## src/hdl/mip_pkg.sv

```systemverilog
// Shared types, constants and helpers for the icy-metaint header parser.
`timescale 1ns / 1ps

package mip_pkg;

  localparam logic [3:0] KEY_LEN = 4'd11;

  localparam logic [7:0] CH_COLON = 8'h3A;
  localparam logic [7:0] CH_CR    = 8'h0D;
  localparam logic [7:0] CH_LF    = 8'h0A;
  localparam logic [7:0] CH_TAB   = 8'h09;
  localparam logic [7:0] CH_SPACE = 8'h20;
  localparam logic [7:0] CH_ZERO  = 8'h30;
  localparam logic [7:0] CH_NINE  = 8'h39;
  localparam logic [7:0] CH_UP_A  = 8'h41;
  localparam logic [7:0] CH_UP_Z  = 8'h5A;
  localparam logic [7:0] CASE_GAP = 8'h20;

  typedef enum logic [2:0] {
    PH_KEY    = 3'd0,
    PH_LEAD   = 3'd1,
    PH_DIGITS = 3'd2,
    PH_TRAIL  = 3'd3,
    PH_BAD    = 3'd4,
    PH_SKIP   = 3'd5
  } mip_phase_t;

  typedef struct packed {
    logic [7:0] header_byte;
    logic       block_end;
  } mip_byte_t;

  // Lowercase letters of "icy-metaint" by position.
  function automatic logic [7:0] key_char(input logic [3:0] pos);
    logic [7:0] ch;
    unique case (pos)
      4'd0:    ch = 8'h69; // i
      4'd1:    ch = 8'h63; // c
      4'd2:    ch = 8'h79; // y
      4'd3:    ch = 8'h2D; // -
      4'd4:    ch = 8'h6D; // m
      4'd5:    ch = 8'h65; // e
      4'd6:    ch = 8'h74; // t
      4'd7:    ch = 8'h61; // a
      4'd8:    ch = 8'h69; // i
      4'd9:    ch = 8'h6E; // n
      4'd10:   ch = 8'h74; // t
      default: ch = 8'h00;
    endcase
    return ch;
  endfunction

  function automatic logic [7:0] to_lower(input logic [7:0] c);
    logic [7:0] r;
    r = ((c >= CH_UP_A) && (c <= CH_UP_Z)) ? (c + CASE_GAP) : c;
    return r;
  endfunction

endpackage

```

## src/hdl/mip_in_if.sv

```systemverilog
// Request channel carrying header bytes into the parser.
`timescale 1ns / 1ps

interface mip_in_if;
  logic       valid;
  logic       ready;
  logic [7:0] header_byte;
  logic       block_end;

  modport source (output valid, output header_byte, output block_end, input ready);
  modport sink   (input valid, input header_byte, input block_end, output ready);
endinterface

```

## src/hdl/mip_out_if.sv

```systemverilog
// Request channel carrying the parsed metadata interval.
`timescale 1ns / 1ps

interface mip_out_if;
  logic        valid;
  logic        ready;
  logic [31:0] interval;

  modport source (output valid, output interval, input ready);
  modport sink   (input valid, input interval, output ready);
endinterface

```

## src/hdl/mip_in_stage.sv

```systemverilog
// Input register: holds one header byte until the parser takes it.
`timescale 1ns / 1ps

module mip_in_stage
  import mip_pkg::*;
(
  input  logic      clk,
  input  logic      rst_n,
  mip_in_if.sink    in_ch,
  input  logic      take,
  output logic      byte_valid,
  output mip_byte_t byte_data
);

  logic      valid_r, valid_nxt;
  mip_byte_t data_r, data_nxt;
  logic      load;

  assign in_ch.ready = !valid_r || take;
  assign load        = in_ch.valid && in_ch.ready;

  always_comb begin
    valid_nxt = valid_r;
    data_nxt  = data_r;
    if (load) begin
      valid_nxt             = 1'b1;
      data_nxt.header_byte  = in_ch.header_byte;
      data_nxt.block_end    = in_ch.block_end;
    end else if (take) begin
      valid_nxt = 1'b0;
    end
  end

  always_ff @(posedge clk) begin
    if (!rst_n) begin
      valid_r <= 1'b0;
    end else begin
      valid_r <= valid_nxt;
    end
  end

  always_ff @(posedge clk) begin
    data_r <= data_nxt;
  end

  assign byte_valid = valid_r;
  assign byte_data  = data_r;

endmodule

```

## src/hdl/mip_parser.sv

```systemverilog
// Parser state machine, decimal accumulator and result register.
`timescale 1ns / 1ps

module mip_parser
  import mip_pkg::*;
#(
  parameter int VALUE_BITS = 32
) (
  input  logic      clk,
  input  logic      rst_n,
  input  logic      byte_valid,
  input  mip_byte_t byte_data,
  output logic      take,
  mip_out_if.source out_ch
);

  localparam int PW = VALUE_BITS + 4;

  mip_phase_t            phase_r, phase_nxt, ph_a;
  logic [3:0]            key_pos_r, key_pos_nxt, kp_a;
  logic                  key_miss_r, key_miss_nxt, km_a;
  logic [VALUE_BITS-1:0] acc_r, acc_nxt, acc_a;
  logic                  ovf_r, ovf_nxt, ovf_a;
  logic                  digit_r, digit_nxt, dig_a;
  logic                  answered_r, answered_nxt;
  logic                  out_valid_r, out_valid_nxt;
  logic [31:0]           out_interval_r, out_interval_nxt;

  logic [7:0]    c, lc;
  logic          last, line_end, is_blank, is_digit;
  logic [3:0]    dval;
  logic [PW-1:0] acc_ext, prod;
  logic          ended, key_res, good, emit;
  logic [31:0]   value;

  assign take = byte_valid && (!out_valid_r || out_ch.ready);

  assign c        = byte_data.header_byte;
  assign last     = byte_data.block_end;
  assign lc       = to_lower(c);
  assign line_end = (c == CH_CR) || (c == CH_LF);
  assign is_blank = (c == CH_SPACE) || (c == CH_TAB);
  assign is_digit = (c >= CH_ZERO) && (c <= CH_NINE);
  assign dval     = 4'(c - CH_ZERO);

  // acc * 10 + digit; anything above VALUE_BITS is an overflow
  assign acc_ext = {4'b0000, acc_r};
  assign prod    = (acc_ext << 3) + (acc_ext << 1) + {{VALUE_BITS{1'b0}}, dval};

  // Per-byte line scan
  always_comb begin
    ph_a  = phase_r;
    kp_a  = key_pos_r;
    km_a  = key_miss_r;
    acc_a = acc_r;
    ovf_a = ovf_r;
    dig_a = digit_r;
    if (!answered_r && !line_end) begin
      unique case (phase_r)
        PH_KEY: begin
          if (c == CH_COLON) begin
            ph_a = (!key_miss_r && key_pos_r == KEY_LEN) ? PH_LEAD : PH_SKIP;
          end else if (key_pos_r < KEY_LEN && lc == key_char(key_pos_r)) begin
            kp_a = key_pos_r + 4'd1;
          end else begin
            km_a = 1'b1;
          end
        end
        PH_LEAD, PH_DIGITS: begin
          if (is_digit) begin
            ph_a  = PH_DIGITS;
            dig_a = 1'b1;
            if (!ovf_r) begin
              if (prod[PW-1:VALUE_BITS] != 4'd0) begin
                ovf_a = 1'b1;
              end else begin
                acc_a = prod[VALUE_BITS-1:0];
              end
            end
          end else if (is_blank) begin
            if (phase_r == PH_DIGITS) begin
              ph_a = PH_TRAIL;
            end
          end else begin
            ph_a = PH_BAD;
          end
        end
        PH_TRAIL: begin
          if (!is_blank) begin
            ph_a = PH_BAD;
          end
        end
        default: begin
        end
      endcase
    end
  end

  // Result decision
  always_comb begin
    ended   = !answered_r && (line_end || last);
    key_res = ended && (ph_a == PH_LEAD || ph_a == PH_DIGITS ||
                        ph_a == PH_TRAIL || ph_a == PH_BAD);
    good    = (ph_a != PH_BAD) && dig_a && !ovf_a && (acc_a != '0);
    emit    = !answered_r && (key_res || last);
    value   = (key_res && good) ? 32'(acc_a) : 32'd0;
  end

  // Register updates
  always_comb begin
    phase_nxt        = phase_r;
    key_pos_nxt      = key_pos_r;
    key_miss_nxt     = key_miss_r;
    acc_nxt          = acc_r;
    ovf_nxt          = ovf_r;
    digit_nxt        = digit_r;
    answered_nxt     = answered_r;
    out_valid_nxt    = out_valid_r && !out_ch.ready;
    out_interval_nxt = out_interval_r;
    if (take) begin
      out_valid_nxt    = emit;
      out_interval_nxt = value;
      if (ended || last) begin
        phase_nxt    = PH_KEY;
        key_pos_nxt  = 4'd0;
        key_miss_nxt = 1'b0;
        acc_nxt      = '0;
        ovf_nxt      = 1'b0;
        digit_nxt    = 1'b0;
      end else begin
        phase_nxt    = ph_a;
        key_pos_nxt  = kp_a;
        key_miss_nxt = km_a;
        acc_nxt      = acc_a;
        ovf_nxt      = ovf_a;
        digit_nxt    = dig_a;
      end
      answered_nxt = last ? 1'b0 : (answered_r || key_res);
    end
  end

  always_ff @(posedge clk) begin
    if (!rst_n) begin
      phase_r     <= PH_KEY;
      key_pos_r   <= 4'd0;
      key_miss_r  <= 1'b0;
      acc_r       <= '0;
      ovf_r       <= 1'b0;
      digit_r     <= 1'b0;
      answered_r  <= 1'b0;
      out_valid_r <= 1'b0;
    end else begin
      phase_r     <= phase_nxt;
      key_pos_r   <= key_pos_nxt;
      key_miss_r  <= key_miss_nxt;
      acc_r       <= acc_nxt;
      ovf_r       <= ovf_nxt;
      digit_r     <= digit_nxt;
      answered_r  <= answered_nxt;
      out_valid_r <= out_valid_nxt;
    end
  end

  always_ff @(posedge clk) begin
    out_interval_r <= out_interval_nxt;
  end

  assign out_ch.valid    = out_valid_r;
  assign out_ch.interval = out_interval_r;

  // Every block yields a result on its last byte unless one already went out
  a_block_answer: assert property (@(posedge clk) disable iff (!rst_n)
    take && last && !answered_r |=> out_valid_r)
    else $error("block ended without a result");

  // Nothing further once the key line has been answered
  a_no_repeat: assert property (@(posedge clk) disable iff (!rst_n)
    take && answered_r |=> !out_valid_r)
    else $error("second result in one block");

  // End of block returns the scanner to its idle state
  a_block_reset: assert property (@(posedge clk) disable iff (!rst_n)
    take && last |=> phase_r == PH_KEY && !answered_r && key_pos_r == 4'd0)
    else $error("state not cleared at end of block");

  // Accumulator only moves once a value is being parsed
  a_acc_idle: assert property (@(posedge clk) disable iff (!rst_n)
    phase_r == PH_KEY |-> acc_r == '0 && !digit_r && !ovf_r)
    else $error("accumulator dirty while matching key");

endmodule

```

## src/hdl/metaint_header_parser_top.sv

```systemverilog
// Top level of the icy-metaint header parser.
// Usage:
//   in_ch  - request channel of header bytes (header_byte, block_end);
//            block_end marks the last byte of one header block.
//   out_ch - request channel of results (interval, 32 bits). Exactly one
//            result per block: the decimal value of the first icy-metaint
//            line, or 0 when absent, malformed, zero or above VALUE_BITS.
// Path: a byte accepted on in_ch sits in the input register and is parsed
//   from there into the result register.
// Throughput: one byte per clock while out_ch is not stalled, set by the
//   line scan between the input register and the result register.
// Reset: synchronous, active low; empties both registers and returns the
//   scanner to the start of a block.
// Stall: while out_ch is stalled the result is held; the input register
//   still takes one more byte, then in_ch.ready drops until the result
//   is taken.
// VALUE_BITS sets the accumulator width (8..64); the interval port carries
//   the low 32 bits of the value.
`timescale 1ns / 1ps

module metaint_header_parser_top
  import mip_pkg::*;
#(
  parameter int VALUE_BITS = 32
) (
  input  logic      clk,
  input  logic      rst_n,
  mip_in_if.sink    in_ch,
  mip_out_if.source out_ch
);

  logic      byte_valid;
  mip_byte_t byte_data;
  logic      take;

  // Input register: decouples the byte source from a stalled result
  mip_in_stage u_in_stage (
    .clk        (clk),
    .rst_n      (rst_n),
    .in_ch      (in_ch),
    .take       (take),
    .byte_valid (byte_valid),
    .byte_data  (byte_data)
  );

  // Line scanner, value accumulator and result register
  mip_parser #(
    .VALUE_BITS (VALUE_BITS)
  ) u_parser (
    .clk        (clk),
    .rst_n      (rst_n),
    .byte_valid (byte_valid),
    .byte_data  (byte_data),
    .take       (take),
    .out_ch     (out_ch)
  );

endmodule

```

## src/flat_wrapper.sv

```systemverilog
// flat-port wrapper written by rule: the top's interface ports become plain ports
module metaint_header_parser_top_flat import mip_pkg::*;
#(
  parameter int VALUE_BITS = 32
)
  (clk, rst_n, in_ch_valid, in_ch_header_byte, in_ch_block_end, in_ch_ready, out_ch_valid, out_ch_interval, out_ch_ready);
  mip_in_if in_ch_i ();
  mip_out_if out_ch_i ();
  input  logic clk;
  input  logic rst_n;
  input wire logic [$bits(in_ch_i.valid)-1:0] in_ch_valid;
  input wire logic [$bits(in_ch_i.header_byte)-1:0] in_ch_header_byte;
  input wire logic [$bits(in_ch_i.block_end)-1:0] in_ch_block_end;
  output wire logic [$bits(in_ch_i.ready)-1:0] in_ch_ready;
  output wire logic [$bits(out_ch_i.valid)-1:0] out_ch_valid;
  output wire logic [$bits(out_ch_i.interval)-1:0] out_ch_interval;
  input wire logic [$bits(out_ch_i.ready)-1:0] out_ch_ready;
  assign in_ch_i.valid = in_ch_valid;
  assign in_ch_i.header_byte = in_ch_header_byte;
  assign in_ch_i.block_end = in_ch_block_end;
  assign in_ch_ready = in_ch_i.ready;
  assign out_ch_valid = out_ch_i.valid;
  assign out_ch_interval = out_ch_i.interval;
  assign out_ch_i.ready = out_ch_ready;
  metaint_header_parser_top #(.VALUE_BITS(VALUE_BITS)) u_core (.clk(clk), .rst_n(rst_n), .in_ch(in_ch_i), .out_ch(out_ch_i));
endmodule
```

## config.mk

```make
export PLATFORM = sky130hd
export DESIGN_NAME = metaint_header_parser_top_flat
export DESIGN_NICKNAME = d
export VERILOG_FILES = /design/src/hdl/mip_pkg.sv /design/src/hdl/mip_in_if.sv /design/src/hdl/mip_out_if.sv /design/src/hdl/mip_in_stage.sv /design/src/hdl/mip_parser.sv /design/src/hdl/metaint_header_parser_top.sv /design/src/flat_wrapper.sv
export SDC_FILE = /design/constraint.sdc
export NUM_CORES = 1
export LEC_CHECK = 0
export BUFFER_PORTS_ARGS = -buffer_cell sky130_fd_sc_hd__buf_2
export CAP_MARGIN = 20
export CORE_MARGIN = 1.5
export CORE_UTILIZATION = 30
export CTS_CLUSTER_SIZE = 28
export DETAILED_ROUTE_END_ITERATION = 16
export SYNTH_ARGS = -nofsm -noshare
export SYNTH_HDL_FRONTEND = slang
export SYNTH_SLANG_ARGS = --single-unit
```

## constraint.sdc

```tcl
create_clock -name clk -period 4.2 [get_ports clk]
set_input_delay 0.42 -clock clk [delete_from_list [all_inputs] [get_ports clk]]
set_output_delay 0.42 -clock clk [all_outputs]
set_load 0.02 [all_outputs]
```

==> results.yml, run 1 <==
floorplan:
  initial_core_util_pct: 30.7
  fp.dieArea_mm2: 0.0224
  rows: 53
  dieHeight_um: 150
  die_w_um: 150
  design.core.area_mm2: 0.0210
  ios: 47
run:
  max_cap_violations: 0
route:
  dr.pass1.iters: 5
  avgViaCountPerCell: 5.22
  wl_per_cell_um: 15.1
  first_iter_violations: 364
  vias: 5264
  antenna_left: 0
  routed_wl_mm: 15.2
  drc: 0
timing:
  rsz0062_at_grt: "no"
  hold_violations: 0
  setup_viol: 0
  fin_crit_ns: 3.91
  max_freq_mhz: 256
  maxSlewViolCount: 0
  relSlewSlack_pct: 62.9
  period_share_pct: 93.1
  tns_ns: 0
  tightest_slew_ns: 0.551
  fin_skew_ns: 0.00970
setup_path:
  worst_path_max_delay_cell: "fa_1"
  r2r_slack_ns: 0.29
  worstSetupEndpointType: "flop"
  worstPathArrival_ns: 4.21
  r2r-start: "u_core.u_parser.acc_r[0]$_SDFFE_PN0P_"
  path_class: "reg2reg"
  cp_max_fo: 15
  startpoint: "u_core.u_parser.acc_r[0]$_SDFFE_PN0P_"
  r2r_cells: 13
  crit_path_end: "u_core.u_parser.acc_r[5]$_SDFFE_PN0P_"
  cp_cell_sequence: "inv_1 > fa_1 > inv_1 > fa_1 > a211oi_1 > o21ai_1 > o22ai_2 > o22a_1 > o2111ai_1 > xor2_1 > or3_4 > nor2_4 > a22o_1"
  worstSetupStartpointType: "flop"
  crit_required_ns: 4.50
  slowest_delay_ns: 0.53
  reg2reg_to: "u_core.u_parser.acc_r[5]$_SDFFE_PN0P_"
global_routing:
  grt_pass1_vias: 5072
  overflow: 0
  grt_max_degree: 37
  grt_pass1_wl_mm: 24.9
  antenna_found_initial: 0
  grt_use_total_pct: 13.8
yosys:
  ys_warn_count: 0
  synth_top_area_share_pct: 19.1
  synth_most_common_cell: "ha_1"
  synth_top_area_cell: "edfxtp_1"
  syn-cell-area_mm2: 0.00645
  synth_area_leaders: "edfxtp_1, dfxtp_1, ha_1"
  avgSynthCellArea_um2: 9.46
  async_reset_ff_share_pct: 0
  ys_ff_latch: 93
  synthCells: 682
  synth_ff_type: "dfxtp_1"
  ys_seq_area_share_pct: 35.2
  ys_types: 75
  synth_common_cells: "ha_1, nor2_1, dfxtp_1"
  synth-edff-count: 41
  synth_fp_nets: 769
layout:
  drive_gt1_share_pct: 13.2
  final_area_mm2: 0.00739
  area.growth.synth_to_final_pct: 14.6
  antenna_cells: 0
  design.final.nets: 816
cts:
  h-tree-depth: 3
  cts_tree: "yes"
  root_buffer: "clkbuf_16"
  clock-sinks: 93
  insertion_delay_ns: 0.36
  path_clk_slew_ns: 0.07
  cts_buffers: 9
  cts-hold-fix-buffers: 0
  clk_path_buf_depth: 2
power:
  pwr_density_cell_mw_per_mm2: 264
  power.leakage_nw: 3.11
  ir_drop_v: 0.000210
placed_design:
  postPlaceCellArea_mm2: 0.00703
  dp_hpwl_mm: 11.1
  portBuffers: 46
  gp_congestion: 0.846
hold_path:
  hold_path.class: "in2reg"
status:
  outcome: "complete, no violations"
-- layout make-up --
class / count / area [um^2]
multi-input cells: 539 / 3970
well taps: 275 / 344
repair buffers: 59 / 378
flip-flops and latches: 93 / 2270
fillers: 2190 / 13600
clock inverters: 6 / 73.8
inverters: 27 / 101
clock buffers: 10 / 250
-- layout by cell type (no fill, tap or decap), types with 20 or more instances in the layout --
master,count
xor2_1,20
nand2_1,48
dfxtp_1,52
inv_1,26
o21ai_0,24
ha_1,72
edfxtp_1,41
a22o_1,31
nor2_1,65
a21oi_1,45
buf_2,46
mux2i_1,30
-- registers in the layout, indices dropped and copies added (netlist names), named ones only --
signal	flops
u_core.u_in_stage.byte_valid	1
u_core.u_parser.phase_r	3
u_core.u_in_stage.byte_data	9
u_core.u_parser.ovf_r	1
u_core.u_parser.key_pos_r	4
u_core.u_parser.key_miss_r	1
u_core.u_parser.digit_r	1
u_core.u_parser.acc_r	32
u_core.u_parser.out_ch.interval	32
u_core.u_parser.answered_r	1
u_core.u_parser.out_ch.valid	1
-- how the worst min path moves through the flow --
stage                                             from                                        to  slack (ns)  depth (start not counted)
CTS                               in_ch_header_byte[7]  u_core.u_in_stage.byte_data[8]$_DFFE_PP_        0.22                          1
finish                            in_ch_header_byte[7]  u_core.u_in_stage.byte_data[8]$_DFFE_PP_        0.23                          1
global placement    u_core.u_parser.ovf_r$_SDFFE_PN0P_        u_core.u_parser.ovf_r$_SDFFE_PN0P_        0.48                          1
floorplan           u_core.u_parser.ovf_r$_SDFFE_PN0P_        u_core.u_parser.ovf_r$_SDFFE_PN0P_        0.46                          1
global route                      in_ch_header_byte[0]  u_core.u_in_stage.byte_data[1]$_DFFE_PP_        0.22                          1
detailed placement  u_core.u_parser.ovf_r$_SDFFE_PN0P_        u_core.u_parser.ovf_r$_SDFFE_PN0P_        0.49                          1
-- cell families after synthesis --
group                      Yosys count  share of synthesized area, %
buffers and inverters               51                          3.61
DFF                                 93                          35.2
muxes                               32                          5.01
xor gates and xnor gates            35                          4.75
AOI/OAI and AO/OA                  193                          21.3
adders and majority gates           74                          14.6
and+or+nand+nor                    204                          15.5
-- timing repair --
item,CTS,global route
setup buffers,0,1
setup endpoints to repair,0,33
resized for setup,0,3
-- worst max-delay path: cells and delay by family, from the launching register on --
| kind | cells | cell delay [ns] |
|---|---|---|
| and+or+nand+nor | 2 | 0.93 |
| buffers and inverters | 2 | 0.15 |
| xor gates and xnor gates | 1 | 0.24 |
| AOI/OAI and AO/OA | 6 | 1.16 |
| DFF | 1 | 0.38 |
| adders and majority gates | 2 | 1.01 |
-- metrics by stage --
step                power, mW  cells  utilization, %  worst slack (ns)  hold slack, ns
floorplan                1.05    682               -             0.533           0.464
global placement         1.09    991            33.4             0.131           0.478
detailed placement       1.09    991            33.4            0.0735           0.491
CTS                      1.98   1007            35.0            0.0182           0.222
global route             2.03   1009            35.2            0.0620           0.224
finish                   1.96   1009            35.2             0.288           0.233
-- where the power goes --
part           switching (mW)  leakage, nW  internal, mW
Clock                   0.376        0.161         0.508
Sequential             0.0115        0.798         0.962
Combinational          0.0657         2.15        0.0325
-- metal layers --
| layer | global-route usage, % | vias up | part of all wire (%) |
|---|---|---|---|
| met5 | 0 | - | 0 |
| met4 | 3.66 | 0 | 1.1 |
| met3 | 2.77 | 11 | 3.5 |
| met2 | 22.9 | 92 | 47 |
| met1 | 18.3 | 2503 | 49 |
| li1 | - | 2658 | - |
No activity file was read; power rests on OpenSTA's default activity.
==> inputs of run 2 (changes only) <==
Settings changed: BUFFER_PORTS_ARGS -buffer_cell sky130_fd_sc_hd__buf_2 to default, DONT_BUFFER_PORTS from default to 1.
==> results.yml, run 2 (same netlist as run 1, synthesis figures left out) <==
timing:
  fin_skew_ns: 0.0110
  maxSlewViolCount: 0
  layout_setup_ws_ns: 0.358
  rsz0062_at_grt: "no"
  relSlewSlack_pct: 62.2
  setup_viol: 0
  max_freq_mhz: 260
  whs_ns: 0.162
  hold_violations: 0
  period_share_pct: 91.5
  fin_crit_ns: 3.84
  tightest_slew_ns: 0.567
  tns_ns: 0
cts:
  cts-hold-fix-buffers: 0
  root_buffer: "clkbuf_16"
  cts_tree: "yes"
  cts_buffers: 9
  path_clk_slew_ns: 0.07
  h-tree-depth: 3
  clk_path_buf_depth: 2
  clock-sinks: 93
  insertion_delay_ns: 0.35
power:
  internal_power_mw: 1.51
  p_sw_mw: 0.437
  power.leakage_nw: 2.92
  seqPwrFrac_pct: 51.1
  pwr-share-clk_pct: 45.7
  switching_share_pct: 22.5
  pwr_density_cell_mw_per_mm2: 273
  ir_drop_v: 0.000260
  total_power_mw: 1.95
  comb_power_share_pct: 3.2
floorplan:
  rows: 53
  die_w_um: 150
  design.core.area_mm2: 0.0210
  ios: 47
  dieHeight_um: 150
  fp.dieArea_mm2: 0.0224
  initial_core_util_pct: 30.7
placed_design:
  dpl.cell_count: 947
  dp_hpwl_mm: 11.2
  gp_congestion: 0.862
  dp_slack_ns: 0.179
  postPlaceCellArea_mm2: 0.00680
  portBuffers: 0
route:
  wl_met2_mm: 6.86
  wl_met1_mm: 7.12
  topRoutingLayerUsed: "met4"
  route.met3.wl_um: 777
  antenna_left: 0
  routed_wl_mm: 14.9
  dr.pass1.iters: 5
  drc: 0
  vias: 5132
  first_iter_violations: 348
  avgViaCountPerCell: 5.33
  wl_per_cell_um: 15.5
global_routing:
  overflow: 0
  grt_pass1_wl_mm: 25.0
  grt_max_degree: 37
  antenna_found_initial: 0
  grt_use_total_pct: 13.9
  grt_pass1_vias: 4959
setup_path:
  cp_max_fo: 11
  worstSetupEndpointType: "flop"
  path_class: "reg2reg"
  crit_required_ns: 4.29
  worstSetupStartpointType: "flop"
  worstPathArrival_ns: 3.94
  r2r_cells: 14
layout:
  area.growth.synth_to_final_pct: 10.6
  final_cell_mix: "ha_1, nor2_1, dfxtp_1, nand2_1, a21oi_1"
  mostFrequentLayoutCell: "ha_1"
  design.final.nets: 770
  fin_util_pct: 33.9
  antenna_cells: 0
  final_area_mm2: 0.00713
  drive_gt1_share_pct: 7.41
  layout.cells.non_filler: 963
run:
  max_cap_violations: 0
hold_path:
  hold_path.class: "in2reg"
  hold_depth: 0
status:
  outcome: "complete, no violations"
-- run 2: cell types whose count changed in the layout (fill, tap and decap cells not counted), sizes merged --
cell,previous run,this run
nor2,67,66
clkbuf,10,11
buf,59,14
clkinv,2,1
clkinvlp,0,2
inv,30,27
bufinv,1,2
-- run 2: what timing repair did --
action / CTS / global route
endpoints found under the setup margin: 0 / 63
buffers inserted: 0 / 0
resized for setup: 0 / 3
hold endpoints to repair: 0 / 0
-- run 2: final cells by class --
type	count	area, um^2
fill	2135	13900
multi-input combinational	538	3970
sequential	93	2270
tap	275	344
clock buffer	11	233
timing repair buffer	14	130
inverter	27	101
clock inverter	5	83.8
-- run 2: worst max-delay path: stages (launching register included) --
cell and delay [ns]:
dfxtp_1 0.37, inv_1 0.07, fa_1 0.53, inv_1 0.07, fa_1 0.48, a211oi_1 0.22, o21ai_1 0.16, o22ai_2 0.24
o22a_1 0.20, o2111ai_1 0.16, xor2_1 0.23, nor3_4 0.24, buf_4 0.28, mux2i_1 0.27, nor2_1 0.06
-- run 2: power groups by stage --
stage / Combinational [mW] / Clock (mW) / Sequential, mW
after floorplan: 0.0425 / 0 / 1.01
after global placement: 0.0620 / 0 / 1.02
final: 0.0622 / 0.889 / 0.995
after detailed placement: 0.0625 / 0 / 1.02
after global routing: 0.0706 / 0.943 / 0.998
after CTS: 0.0629 / 0.920 / 0.995
-- run 2: path summary, 6_finish.rpt --
check                                                           start                                               end  slack [ns]
worst max-delay path            u_core.u_parser.acc_r[0]$_SDFFE_PN0P_  u_core.u_parser.out_ch.interval[2]$_SDFFCE_PN0P_        0.36
worst min-delay path                             in_ch_header_byte[2]          u_core.u_in_stage.byte_data[3]$_DFFE_PP_        0.16
worst max register to register  u_core.u_parser.acc_r[0]$_SDFFE_PN0P_  u_core.u_parser.out_ch.interval[2]$_SDFFCE_PN0P_        0.36
worst min register to register   u_core.u_parser.digit_r$_SDFFE_PN0P_              u_core.u_parser.digit_r$_SDFFE_PN0P_        0.51
-- run 2: layer usage --
layer | global-route usage [%] | vias to the layer above
li1 | - | 2576
met4 | 3.42 | 0
met1 | 18.2 | 2415
met3 | 3.90 | 14
met2 | 22.7 | 127
met5 | 0 | -
==> inputs of run 3 (changes only) <==
Settings changed: SYNTH_HIERARCHICAL from default to 1.
==> results.yml, run 3 <==
timing:
  max_freq_mhz: 261
  layout_setup_ws_ns: 0.371
  fin_skew_ns: 0.00996
  period_share_pct: 91.2
  tightest_slew_ns: 0.591
  tns_ns: 0
  rsz0062_at_grt: "no"
  hold_violations: 0
  relSlewSlack_pct: 59.6
  maxSlewViolCount: 0
  fin_crit_ns: 3.83
  setup_viol: 0
yosys:
  ys_seq_area_share_pct: 32.7
  syn-cell-area_mm2: 0.00695
  synth_common_cells: "nand2_1, a21oi_1, ha_1"
  async_reset_ff_share_pct: 0
  synthCells: 811
  synth_top_area_share_pct: 17.7
  synth_most_common_cell: "nand2_1"
  ys_warn_count: 6
  avgSynthCellArea_um2: 8.57
  synth_top_area_cell: "edfxtp_1"
  synth-edff-count: 41
  ys_ff_latch: 93
  synth_area_leaders: "edfxtp_1, dfxtp_1, ha_1"
  ys_types: 81
  synth_ff_type: "dfxtp_1"
  synth_fp_nets: 898
layout:
  seq_area_mm2: 0.00227
  drive_gt1_share_pct: 6.25
  layout.cells.non_filler: 1085
  final_cell_mix: "nand2_1, a21oi_1, ha_1, dfxtp_1, nor2_1"
  design.final.nets: 882
  fillers: 2359
  area.growth.synth_to_final_pct: 8.10
  mostFrequentLayoutCell: "nand2_1"
  antenna_cells: 0
  multi_input_area_mm2: 0.00436
setup_path:
  path_class: "reg2reg"
  worstSetupEndpointType: "flop"
  crit_required_ns: 4.29
  path_buf_inv: 1
  cp_max_fo: 13
  crit_family: "compound AO/OA/AOI/OAI gates"
  worst_path_max_delay_cell: "edfxtp_1"
  cp_cell_sequence: "ha_1 > ha_1 > fa_1 > a21o_1 > a221o_1 > a32oi_1 > a21o_1 > and3_1 > o2111ai_1 > or2_1 > buf_4 > nand2_1 > a21oi_1"
  slowest_delay_ns: 0.52
  r2r_slack_ns: 0.37
  worstSetupStartpointType: "flop"
  worstPathArrival_ns: 3.92
route:
  dr.pass1.iters: 5
  avgViaCountPerCell: 5.39
  antenna_left: 0
  routed_wl_mm: 17.5
  first_iter_violations: 331
  wl_per_cell_um: 16.1
  vias: 5848
  drc: 0
global_routing:
  grt_pass1_wl_mm: 29.1
  grt_pass1_vias: 5542
  antenna_found_initial: 0
  grt_use_total_pct: 14.9
  grt_max_degree: 47
  overflow: 0
placed_design:
  dpl.cell_count: 1069
  gp_congestion: 0.903
  dp_slack_ns: 0.401
  portBuffers: 0
  dp_hpwl_mm: 13.0
cts:
  cts_buffers: 9
  cts_resized: 0
  cts-hold-fix-buffers: 0
  clock-sinks: 93
  cts_tree: "yes"
  insertion_delay_ns: 0.35
  root_buffer: "clkbuf_16"
  post_cts_buffers: 0
  path_clk_slew_ns: 0.07
  clk_path_buf_depth: 2
  h-tree-depth: 3
floorplan:
  rows: 55
  fp.dieArea_mm2: 0.0241
  initial_core_util_pct: 30.6
  design.core.area_mm2: 0.0227
  dieHeight_um: 155
  die_w_um: 155
  ios: 47
power:
  ir_drop_v: 0.000213
  power.leakage_nw: 3.04
  pwr_density_cell_mw_per_mm2: 258
  total_power_mw: 1.94
status:
  outcome: "complete, no violations"
hold_path:
  hold_path.class: "in2reg"
run:
  max_cap_violations: 0
==> run 3: cell count changes in the layout (fill, tap and decap cells not counted), sizes merged, moves of 13 or more <==
| cell | before | now |
|---|---|---|
| a21oi | 45 | 76 |
| nand3 | 18 | 39 |
| a22o | 31 | 0 |
| mux2i | 30 | 4 |
| nor2 | 66 | 45 |
| a21boi | 2 | 38 |
| o21ai | 28 | 53 |
| nand2 | 49 | 107 |
| and3 | 4 | 17 |
==> run 3: area by class of cell <==
cell class / count / share of cell area (%)
Inverter: 21 / 1.05
Sequential cell: 93 / 30.2
Timing Repair Buffer: 17 / 1.70
Multi-Input combinational cell: 653 / 58.0
Clock buffer: 12 / 3.85
Tap cell: 285 / 4.74
Clock inverter: 4 / 0.449
==> run 3: per-layer routing <==
| layer | global-route usage [%] | vias up | routed length, um |
|---|---|---|---|
| met4 | 4.44 | 0 | 304 |
| met5 | 0 | - | 0 |
| met2 | 23.8 | 110 | 7960 |
| met1 | 20.5 | 2753 | 8620 |
| li1 | - | 2964 | - |
| met3 | 2.70 | 21 | 602 |
==> run 3: power by group <==
part	total, mW	leakage (nW)	internal, mW	switching, mW
logic	0.0896	2.04	0.0278	0.0617
clock network	0.861	0.156	0.494	0.367
registers	0.987	0.846	0.961	0.0257
==> run 3: stage by stage <==
step / util (%) / hold WS (ns) / instance area, um^2
6_report: 33.1 / 0.165 / 7520
5_1_grt: 33.1 / 0.140 / 7520
4_1_cts: 33.1 / 0.149 / 7520
3_5_place_dp: 31.7 / 0.458 / 7190
3_3_place_gp: 31.7 / 0.450 / 7190
2_1_floorplan: - / 0.428 / 6950
==> run 3: path summary, 6_finish.rpt <==
path / from / to / cells after the start
setup reg to reg: u_core/u_in_stage/byte_data[3]$_DFFE_PP_ / u_core/u_parser/out_ch.interval[18]$_SDFFCE_PN0P_ / 13
hold reg to reg: u_core/u_parser/key_miss_r$_SDFFE_PN0P_ / u_core/u_parser/key_miss_r$_SDFFE_PN0P_ / 2
hold / removal: in_ch_header_byte[1] / u_core/u_in_stage/byte_data[2]$_DFFE_PP_ / 0
setup / recovery: u_core/u_in_stage/byte_data[3]$_DFFE_PP_ / u_core/u_parser/out_ch.interval[18]$_SDFFCE_PN0P_ / 13
==> run 3: kinds of logic (layout without fill, tap and decap cells) <==
group	Yosys count	after routing	synth area share, %
adders and majority gates	74	74	13.5
AOI/OAI and AO/OA	254	254	23.6
DFF	93	93	32.7
buffers and inverters	65	54	4.71
and+or+nand+nor	287	287	20.5
muxes	4	4	0.576
xor gates and xnor gates	34	34	4.39
